File: src/rtl/ild_pkg.sv
`default_nettype none
// ----------------------------------------------------------------------------
// ild_pkg
// Shared types, constants and coefficient table for the IIR lowpass
// decimator: a six-section direct-form-I biquad cascade with fixed Q2.30
// coefficients and Q4.27 section history.
// ----------------------------------------------------------------------------
package ild_pkg;

   // Build defaults
   localparam int SECTIONS_DEF    = 6;
   localparam int SAMPLE_BITS_DEF = 16;

   // Cascade limits and widths
   localparam int MAX_SECTIONS = 8;
   localparam int MAX_SEC_W    = 3;
   localparam int TAPS         = 5;
   localparam int TAP_W        = 3;
   localparam int HIST_W       = 32;
   localparam int PROD_W       = 64;
   localparam int RATIO_W      = 8;

   localparam logic [RATIO_W-1:0] RATIO_RESET = 8'd10;

   // Tap order within a section: b0, b1, b2, a1, a2
   localparam logic [TAP_W-1:0] TAP_B0 = 3'd0;
   localparam logic [TAP_W-1:0] TAP_B1 = 3'd1;
   localparam logic [TAP_W-1:0] TAP_B2 = 3'd2;
   localparam logic [TAP_W-1:0] TAP_A1 = 3'd3;
   localparam logic [TAP_W-1:0] TAP_A2 = 3'd4;

   // Coefficients in Q2.30; the a terms are stored negated.
   // Sections beyond the sixth pass their input straight through.
   localparam logic signed [HIST_W-1:0] COEF_Q30 [MAX_SECTIONS][TAPS] = '{
      '{ 32'sd11205785,  32'sd22411570,  32'sd11205785,
         32'sd2041445760, -32'sd1012527040 },
      '{ 32'sd10624605,  32'sd21249210,  32'sd10624605,
         32'sd1935567615, -32'sd904324160 },
      '{ 32'sd10162486,  32'sd20324972,  32'sd10162486,
         32'sd1851379712, -32'sd818287872 },
      '{ 32'sd9829672,   32'sd19659344,  32'sd9829672,
         32'sd1790748416, -32'sd756325248 },
      '{ 32'sd9629619,   32'sd19259238,  32'sd9629619,
         32'sd1754303232, -32'sd719079872 },
      '{ 32'sd101331792, 32'sd101331792, 32'sd0,
         32'sd871078208,  32'sd0 },
      '{ 32'sd1073741824, 32'sd0, 32'sd0, 32'sd0, 32'sd0 },
      '{ 32'sd1073741824, 32'sd0, 32'sd0, 32'sd0, 32'sd0 }
   };

   // Sequencer states
   typedef enum logic [1:0] {
      ST_IDLE,
      ST_MAC,
      ST_UPDATE,
      ST_FINISH
   } ild_state_type;

   // Controller to datapath commands
   typedef struct packed {
      logic                 load_in;   // capture the accepted sample
      logic                 mac_en;    // issue one product, accumulate the last
      logic                 update;    // round, saturate, shift section history
      logic                 commit;    // advance the decimation counter
      logic                 load_out;  // fill the result register
      logic [TAP_W-1:0]     tap;
      logic [MAX_SEC_W-1:0] sec;
   } ild_cmd_type;

   // Datapath to controller status
   typedef struct packed {
      logic emit;      // this sample is one to pass out
      logic out_free;  // result register can take a new value
   } ild_status_type;

endpackage : ild_pkg
`default_nettype wire

File: src/rtl/iir_lowpass_decimator.sv
`default_nettype none
// Processing: one sample at a time; for each section in turn, five products
//   on one multiplier and a rounding step, then a decision on emission that
//   holds while an earlier result is still stalled, and a return to idle.
// Reset: synchronous, clears section history and the decimation count and
//   sets the ratio to 10; the block is ready for a sample right after.
// ----------------------------------------------------------------------------
// iir_lowpass_decimator
// Eleventh-order Butterworth lowpass as a cascade of direct-form-I biquads,
// followed by a decimator that passes one sample in every N, saturated to
// the sample width with a clip flag.
// ----------------------------------------------------------------------------
module iir_lowpass_decimator
   import ild_pkg::*;
#(
   parameter int SECTIONS    = SECTIONS_DEF,
   parameter int SAMPLE_BITS = SAMPLE_BITS_DEF,
   localparam int DATA_W     = 8 * ((SAMPLE_BITS + 7) / 8)
) (
   input  wire logic              clock,
   input  wire logic              reset,
   // sample input
   input  wire logic              req_tvalid,
   output logic                   req_tready,
   input  wire logic [DATA_W-1:0] req_tdata,   // [SAMPLE_BITS-1:0] sample_in, rest zero
   // decimated result
   output logic                   rsp_tvalid,
   input  wire logic              rsp_tready,
   output logic [DATA_W-1:0]      rsp_tdata,   // [SAMPLE_BITS-1:0] filtered_out, rest zero
   output logic                   rsp_tuser,   // [0] saturated
   // decimation ratio write
   input  wire logic              csr_valid,
   output logic                   csr_ready,
   input  wire logic [RATIO_W-1:0] csr_data
);

   ild_cmd_type            cmd;
   ild_status_type         status;
   logic [SAMPLE_BITS-1:0] filtered_out;

   ild_ctrl #(
      .SECTIONS (SECTIONS)
   ) u_ctrl (
      .clock      (clock),
      .reset      (reset),
      .req_tvalid (req_tvalid),
      .req_tready (req_tready),
      .status     (status),
      .cmd        (cmd)
   );

   ild_datapath #(
      .SECTIONS    (SECTIONS),
      .SAMPLE_BITS (SAMPLE_BITS)
   ) u_datapath (
      .clock        (clock),
      .reset        (reset),
      .cmd          (cmd),
      .status       (status),
      .sample_in    (req_tdata[SAMPLE_BITS-1:0]),
      .csr_valid    (csr_valid),
      .csr_data     (csr_data),
      .filtered_out (filtered_out),
      .saturated    (rsp_tuser),
      .rsp_tvalid   (rsp_tvalid),
      .rsp_tready   (rsp_tready)
   );

   // Ratio register takes a write in any cycle
   assign csr_ready = 1'b1;
   assign rsp_tdata = DATA_W'(filtered_out);

endmodule : iir_lowpass_decimator
`default_nettype wire

File: src/rtl/ild_ctrl.sv
`default_nettype none
// ----------------------------------------------------------------------------
// ild_ctrl
// Sequencer for the decimator: steps the shared multiply-accumulate through
// five taps per section, then one rounding step, for every section in turn,
// and finally decides whether the sample is emitted.
// ----------------------------------------------------------------------------
module ild_ctrl
   import ild_pkg::*;
#(
   parameter int SECTIONS = SECTIONS_DEF
) (
   input  wire logic           clock,
   input  wire logic           reset,
   input  wire logic           req_tvalid,
   output logic                req_tready,
   input  wire ild_status_type status,
   output ild_cmd_type         cmd
);

   localparam int SEC_W = (SECTIONS > 1) ? $clog2(SECTIONS) : 1;

   ild_state_type    state_ff, state_in;
   logic [TAP_W-1:0] tap_ff, tap_in;
   logic [SEC_W-1:0] sec_ff, sec_in;

   // State and counters
   always_ff @(posedge clock) begin
      if (reset) begin
         state_ff <= ST_IDLE;
         tap_ff   <= '0;
         sec_ff   <= '0;
      end else begin
         state_ff <= state_in;
         tap_ff   <= tap_in;
         sec_ff   <= sec_in;
      end
   end

   // Next state and commands
   always_comb begin
      state_in     = state_ff;
      tap_in       = tap_ff;
      sec_in       = sec_ff;
      req_tready   = 1'b0;
      cmd          = '0;
      cmd.tap      = tap_ff;
      cmd.sec      = MAX_SEC_W'(sec_ff);
      case (state_ff)
         ST_IDLE: begin
            req_tready = 1'b1;
            if (req_tvalid) begin
               cmd.load_in = 1'b1;
               tap_in      = '0;
               sec_in      = '0;
               state_in    = ST_MAC;
            end
         end
         ST_MAC: begin
            cmd.mac_en = 1'b1;
            if (tap_ff == TAP_W'(TAPS - 1)) begin
               state_in = ST_UPDATE;
            end else begin
               tap_in = tap_ff + 1'b1;
            end
         end
         ST_UPDATE: begin
            cmd.update = 1'b1;
            tap_in     = '0;
            if (sec_ff == SEC_W'(SECTIONS - 1)) begin
               state_in = ST_FINISH;
            end else begin
               sec_in   = sec_ff + 1'b1;
               state_in = ST_MAC;
            end
         end
         ST_FINISH: begin
            // hold while a due result cannot yet enter the output register
            if (!status.emit) begin
               cmd.commit = 1'b1;
               state_in   = ST_IDLE;
            end else if (status.out_free) begin
               cmd.commit   = 1'b1;
               cmd.load_out = 1'b1;
               state_in     = ST_IDLE;
            end
         end
         default: begin
            state_in = ST_IDLE;
         end
      endcase
   end

endmodule : ild_ctrl
`default_nettype wire

File: src/rtl/ild_datapath.sv
`default_nettype none
// ----------------------------------------------------------------------------
// ild_datapath
// Shared 32x32 multiplier with a 64-bit accumulator, section history
// registers, rounding and saturation to Q4.27, decimation counter, ratio
// register and the result register.
// ----------------------------------------------------------------------------
module ild_datapath
   import ild_pkg::*;
#(
   parameter int SECTIONS    = SECTIONS_DEF,
   parameter int SAMPLE_BITS = SAMPLE_BITS_DEF
) (
   input  wire logic                   clock,
   input  wire logic                   reset,
   input  wire ild_cmd_type            cmd,
   output ild_status_type              status,
   input  wire logic [SAMPLE_BITS-1:0] sample_in,
   input  wire logic                   csr_valid,
   input  wire logic [RATIO_W-1:0]     csr_data,
   output logic [SAMPLE_BITS-1:0]      filtered_out,
   output logic                        saturated,
   output logic                        rsp_tvalid,
   input  wire logic                   rsp_tready
);

   localparam int SEC_W       = (SECTIONS > 1) ? $clog2(SECTIONS) : 1;
   localparam int WIDEN_SHIFT = 28 - SAMPLE_BITS;
   localparam int RND_W       = HIST_W + 1 - WIDEN_SHIFT;

   logic signed [HIST_W-1:0] hist_ff [SECTIONS][4];
   logic signed [HIST_W-1:0] x_ff, x_in;
   logic signed [PROD_W-1:0] prod_ff, prod_in;
   logic signed [PROD_W-1:0] acc_ff, acc_in;
   logic [RATIO_W-1:0]       count_ff, count_in;
   logic [RATIO_W-1:0]       ratio_ff;
   logic [RATIO_W-1:0]       count_inc;
   logic [SAMPLE_BITS-1:0]   out_data_ff, out_data_in;
   logic                     out_sat_ff, out_sat_in;
   logic                     out_valid_ff;

   logic [SEC_W-1:0]         sec;
   logic signed [HIST_W-1:0] coef_sel;
   logic signed [HIST_W-1:0] op_sel;
   logic signed [PROD_W-1:0] sum;
   logic signed [PROD_W-1:0] rnd_full;
   logic signed [33:0]       rnd_q;
   logic signed [HIST_W-1:0] y;
   logic signed [HIST_W:0]   out_wide;
   logic [RND_W-1:0]         out_q;
   logic                     out_clip;

   assign sec = cmd.sec[SEC_W-1:0];

   // Select coefficient and operand for the current tap
   always_comb begin
      coef_sel = COEF_Q30[cmd.sec][cmd.tap];
      case (cmd.tap)
         TAP_B0:  op_sel = x_ff;
         TAP_B1:  op_sel = hist_ff[sec][0];
         TAP_B2:  op_sel = hist_ff[sec][1];
         TAP_A1:  op_sel = hist_ff[sec][2];
         TAP_A2:  op_sel = hist_ff[sec][3];
         default: op_sel = '0;
      endcase
   end

   // Product of this tap; accumulate the previous product
   assign prod_in = coef_sel * op_sel;
   assign acc_in  = (cmd.tap == TAP_B0) ? '0 : acc_ff + prod_ff;

   // Section output: add the last product, round to Q4.27, saturate
   always_comb begin
      sum      = acc_ff + prod_ff;
      rnd_full = sum + 64'sd536870912;
      rnd_q    = rnd_full[PROD_W-1:30];
      if ((rnd_q[33:31] == 3'b000) || (rnd_q[33:31] == 3'b111)) begin
         y = rnd_q[HIST_W-1:0];
      end else if (rnd_q[33]) begin
         y = {1'b1, {(HIST_W-1){1'b0}}};
      end else begin
         y = {1'b0, {(HIST_W-1){1'b1}}};
      end
   end

   // Widen the new sample with sign extension, or pass the section output on
   always_comb begin
      x_in = x_ff;
      if (cmd.load_in) begin
         x_in = {{(HIST_W - 28){sample_in[SAMPLE_BITS-1]}}, sample_in, {WIDEN_SHIFT{1'b0}}};
      end else if (cmd.update) begin
         x_in = y;
      end
   end

   always_ff @(posedge clock) begin
      x_ff <= x_in;
      if (cmd.mac_en) begin
         prod_ff <= prod_in;
         acc_ff  <= acc_in;
      end
   end

   // Shift the section history on each section update
   always_ff @(posedge clock) begin
      if (reset) begin
         for (int s = 0; s < SECTIONS; s++) begin
            for (int h = 0; h < 4; h++) begin
               hist_ff[s][h] <= '0;
            end
         end
      end else if (cmd.update) begin
         hist_ff[sec][1] <= hist_ff[sec][0];
         hist_ff[sec][0] <= x_ff;
         hist_ff[sec][3] <= hist_ff[sec][2];
         hist_ff[sec][2] <= y;
      end
   end

   // Decimation: saturating count, emit when it reaches or passes the ratio
   assign count_inc   = (count_ff == '1) ? count_ff : count_ff + 1'b1;
   assign status.emit = (count_inc >= ratio_ff);
   assign count_in    = status.emit ? '0 : count_inc;

   always_ff @(posedge clock) begin
      if (reset) begin
         count_ff <= '0;
         ratio_ff <= RATIO_RESET;
      end else begin
         if (cmd.commit) begin
            count_ff <= count_in;
         end
         if (csr_valid) begin
            ratio_ff <= csr_data;
         end
      end
   end

   // Round the last section output half up to the sample format, saturate
   always_comb begin
      out_wide = {x_ff[HIST_W-1], x_ff} + (HIST_W + 1)'(1 << (WIDEN_SHIFT - 1));
      out_q    = out_wide[HIST_W:WIDEN_SHIFT];
      out_clip = !((&out_q[RND_W-1:SAMPLE_BITS-1]) || (~|out_q[RND_W-1:SAMPLE_BITS-1]));
      if (!out_clip) begin
         out_data_in = out_q[SAMPLE_BITS-1:0];
      end else if (out_q[RND_W-1]) begin
         out_data_in = {1'b1, {(SAMPLE_BITS-1){1'b0}}};
      end else begin
         out_data_in = {1'b0, {(SAMPLE_BITS-1){1'b1}}};
      end
      out_sat_in = out_clip;
   end

   // Result register: fill on load, drop after the transfer
   always_ff @(posedge clock) begin
      if (reset) begin
         out_valid_ff <= 1'b0;
      end else if (cmd.load_out) begin
         out_valid_ff <= 1'b1;
      end else if (rsp_tready) begin
         out_valid_ff <= 1'b0;
      end
   end

   always_ff @(posedge clock) begin
      if (cmd.load_out) begin
         out_data_ff <= out_data_in;
         out_sat_ff  <= out_sat_in;
      end
   end

   assign status.out_free = !out_valid_ff || rsp_tready;
   assign rsp_tvalid      = out_valid_ff;
   assign filtered_out    = out_data_ff;
   assign saturated       = out_sat_ff;

endmodule : ild_datapath
`default_nettype wire

File: config.mk
export PLATFORM = sky130hd
export DESIGN_NAME = iir_lowpass_decimator
export DESIGN_NICKNAME = d
export VERILOG_FILES = /design/src/rtl/ild_pkg.sv /design/src/rtl/iir_lowpass_decimator.sv /design/src/rtl/ild_ctrl.sv /design/src/rtl/ild_datapath.sv
export SDC_FILE = /design/constraint.sdc
export NUM_CORES = 2
export LEC_CHECK = 0
export ABC_AREA = 1
export BUFFER_PORTS_ARGS = -buffer_cell sky130_fd_sc_hd__buf_4
export CAP_MARGIN = 20
export CORE_ASPECT_RATIO = 0.5
export CORE_MARGIN = 2
export CORE_UTILIZATION = 35
export DETAILED_ROUTE_END_ITERATION = 7
export PLACE_DENSITY = 0.46
export SLEW_MARGIN = 15
export SYNTH_ARGS = -nofsm -noshare
export SYNTH_HDL_FRONTEND = slang
export SYNTH_SLANG_ARGS = --single-unit
File: constraint.sdc
create_clock -name clock -period 27.1 [get_ports clock]
set_clock_uncertainty 0.1 [all_clocks]
set_input_delay 4.065 -clock clock [delete_from_list [all_inputs] [get_ports clock]]
set_output_delay 4.065 -clock clock [all_outputs]
set_load 0.1 [all_outputs]
==> flow_metrics.py <==
metrics = {
    "outcome": {
        "status": "completed",
    },
    "synth": {
        "synth.most_common_cell": "nor2_1",
        "synth.distinct_cells": 70,
        "synth_edf_count": 1189,
        "syn_inst": 10700,
        "synth_mux_area_share_pct": 0.642,
        "synthArstFlopShare_pct": 0,
        "synth_flop_cell": "edfxtp_1",
        "synth_top_family_by_area": "adder cells",
        "synthSimpleGateAreaFrac_pct": 16.5,
        "synth_compound_area_share_pct": 8.70,
        "synth_area_sq_um": 99800,
        "synth.avg_cell_area_sq_um": 9.34,
        "yosysWarnings": 0,
        "syn_nets": 12200,
        "synth_top_cell_area_share_pct": 35.8,
        "synthAdderAreaFrac_pct": 27.2,
        "ys_ff_latch": 1229,
        "synthXorXnorAreaFrac_pct": 0.992,
        "synth_area_leaders": "edfxtp_1 36%, fa_1 23%, nor2_1 8.7%, inv_1 6.3%, nand2_1 5.5%",
        "synthTopCellsByCount": "2,324 x nor2_1, 1,678 x inv_1, 1,471 x nand2_1",
        "synth_top_cell_by_area": "edfxtp_1",
        "ys_seq_area_share_pct": 36.6,
    },
    "timing": {
        "hold_slack_ns": 0.354,
        "max_freq_mhz": 83.0,
        "hold_violations": 0,
        "period_minus_slack_ns": 12.05,
        "worstMarginPinSlew_ns": 1.12,
        "fin_crit_sh_pct": 44.5,
        "fin_tns_setup_ns": 0,
        "drv_slew": 0,
        "rsz0062_at_grt": "no",
        "relSlewSlack_pct": 25.5,
        "setup_viol": 0,
    },
    "finish": {
        "drive_above_1_share_pct": 5.90,
        "final_area_sq_um": 108000,
        "synthToLayoutAreaGrowth_pct": 8.27,
        "nets": 12100,
        "fillCellCount": 28800,
    },
    "hold_path": {
        "hold_path.class": "reg2reg",
        "min-delay-start": "u_datapath.x_ff[1]",
    },
    "grt": {
        "grt_max_degree": 184,
        "grt_pass1_vias": 75600,
        "antenna_found_initial": 13,
        "track_usage_pct": 24.8,
        "gr-total-overflow": 0,
        "grt_pass1_wl_mm": 530,
    },
    "critical_path": {
        "slowest_delay_ns": 0.96,
        "cpMaxStageDelayCell": "fa_1",
        "crit_required_ns": 27.56,
        "crit_fanout": 183,
        "cpMostUsedCell": "fa_1",
        "crit_type": "reg2reg",
        "rrSetupSlack_ns": 15.05,
        "arrival_ns": 12.51,
        "startpoint_type": "flop",
        "endpoint_kind": "flop",
    },
    "route": {
        "num_vias": 75500,
        "drtIter0Drc": 6384,
        "routed_wl_mm": 363,
        "drc_errors": 0,
        "drtPass1Iterations": 6,
        "drtAntennaViolNets": 0,
        "vias_per_cell": 5.23,
        "wl_per_cell_um": 25.2,
    },
    "clock_network": {
        "post_cts_resized": 0,
        "clk_pin_slew_ns": 0.06,
        "cts_tree": "built",
        "postCtsSetupBuffers": 0,
        "h-tree-depth": 4,
        "clock-sinks": 1229,
        "clock_tree.root_cell": "clkbuf_16",
        "hold_buffers": 0,
        "clk_path_buf_depth": 4,
        "clock_latency_ns": 0.82,
        "cts_buffers": 140,
    },
    "die": {
        "die_h_um": 382,
        "initial_core_util_pct": 35.2,
        "dieArea_sq_um": 290000,
        "core_sq_um": 283000,
        "die_x_um": 759,
        "ioPinCount": 49,
        "num_rows": 138,
    },
    "placement": {
        "gp_congestion": 0.943,
        "place_hpwl_mm": 258,
        "portBuffers": 47,
        "post_dp_cell_area_sq_um": 104000,
    },
    "flow_run": {
        "drv_cap": 0,
    },
}
stage by stage:
step | util, % | setup WS [ns] | cells
after floorplan | - | 13.38 | 10700
after global placement | 36.6 | 15.14 | 14200
after detailed placement | 36.6 | 14.99 | 14200
after CTS | 38.1 | 14.96 | 14400
after global routing | 38.1 | 14.31 | 14400
final | 38.1 | 15.05 | 14400
registers in the layout, indices dropped and copies added (netlist names), named ones only:
| register | count |
|---|---|
| u_datapath.acc_ff | 64 |
| u_datapath.count_ff | 8 |
| u_datapath.saturated | 1 |
| u_datapath.hist_ff | 1024 |
| u_ctrl.tap_ff | 3 |
| u_datapath.rsp_tvalid | 1 |
| u_ctrl.sec_ff | 3 |
| u_datapath.ratio_ff | 8 |
| u_datapath.x_ff | 32 |
| u_datapath.filtered_out | 16 |
| u_ctrl.state_ff | 2 |
| u_datapath.prod_ff | 64 |
cells in the final DEF (no fill, tap or decap), types with 45 or more instances in the layout:
master and n:
ha_1 338, o21ai_1 88, nor2_1 2316, mux2i_1 64, o221ai_1 67, xor2_1 76
inv_1 1673, o21ai_0 481, o32ai_1 182, clkinv_1 45, edfxtp_1 1189, nor3_1 51
nand3_1 136, buf_4 192, inv_2 92, nand2_1 1461, fa_1 1144, a21oi_1 310
clkbuf_16 143, o211ai_1 78
layer usage:
metal | wire length [um] | vias up | track usage (%)
met1 | 167000 | 38900 | 36.0
met5 | 41 | - | 0
met3 | 25200 | 411 | 4.15
li1 | - | 33700 | -
met2 | 163000 | 2387 | 39.0
met4 | 8010 | 6 | 5.01
critical path: cells and delay by family, from the launching register on:
| family | cells | cell delay [ns] |
|---|---|---|
| xor+xnor | 1 | 0.08 |
| fa+ha+maj | 9 | 5.16 |
| buf+inv | 9 | 3.15 |
| flops | 1 | 0.54 |
| simple gates | 9 | 1.87 |
| compound gates | 3 | 0.71 |
logic make-up (layout without fill, tap and decap cells):
kind of cell               count (synthesis)  in the layout
muxes                                     64             64
xor gates and xnor gates                 113            113
adders and majority gates               1482           1482
and+or+nand+nor                         4140           4140
AOI/OAI and AO/OA                       1392           1392
DFF                                     1229           1229
buffers and inverters                   2258           2229
other                                      1              4
cell type report:
cell class | count | area, sq um | share of cell area, %
inverter | 1790 | 6750 | 6.25
antenna | 3 | 7.51 | 0.00695
timing repair buffer | 200 | 1590 | 1.47
clock buffer | 182 | 3780 | 3.50
multi-input combinational | 7192 | 54100 | 50.1
clock inverter | 57 | 522 | 0.483
sequential | 1229 | 36500 | 33.8
tap | 3780 | 4730 | 4.38
worst paths after layout:
| path | cells after the start | endpoint |
|---|---|---|
| max | 31 | u_datapath.prod_ff[60] |
| min | 0 | u_datapath.hist_ff[6][97] |
| max reg2reg | 31 | u_datapath.prod_ff[60] |
| min reg2reg | 0 | u_datapath.hist_ff[6][97] |
Power is not shown: default switching activity piles up to over one toggle a cycle in this logic, so the estimate is an artifact.
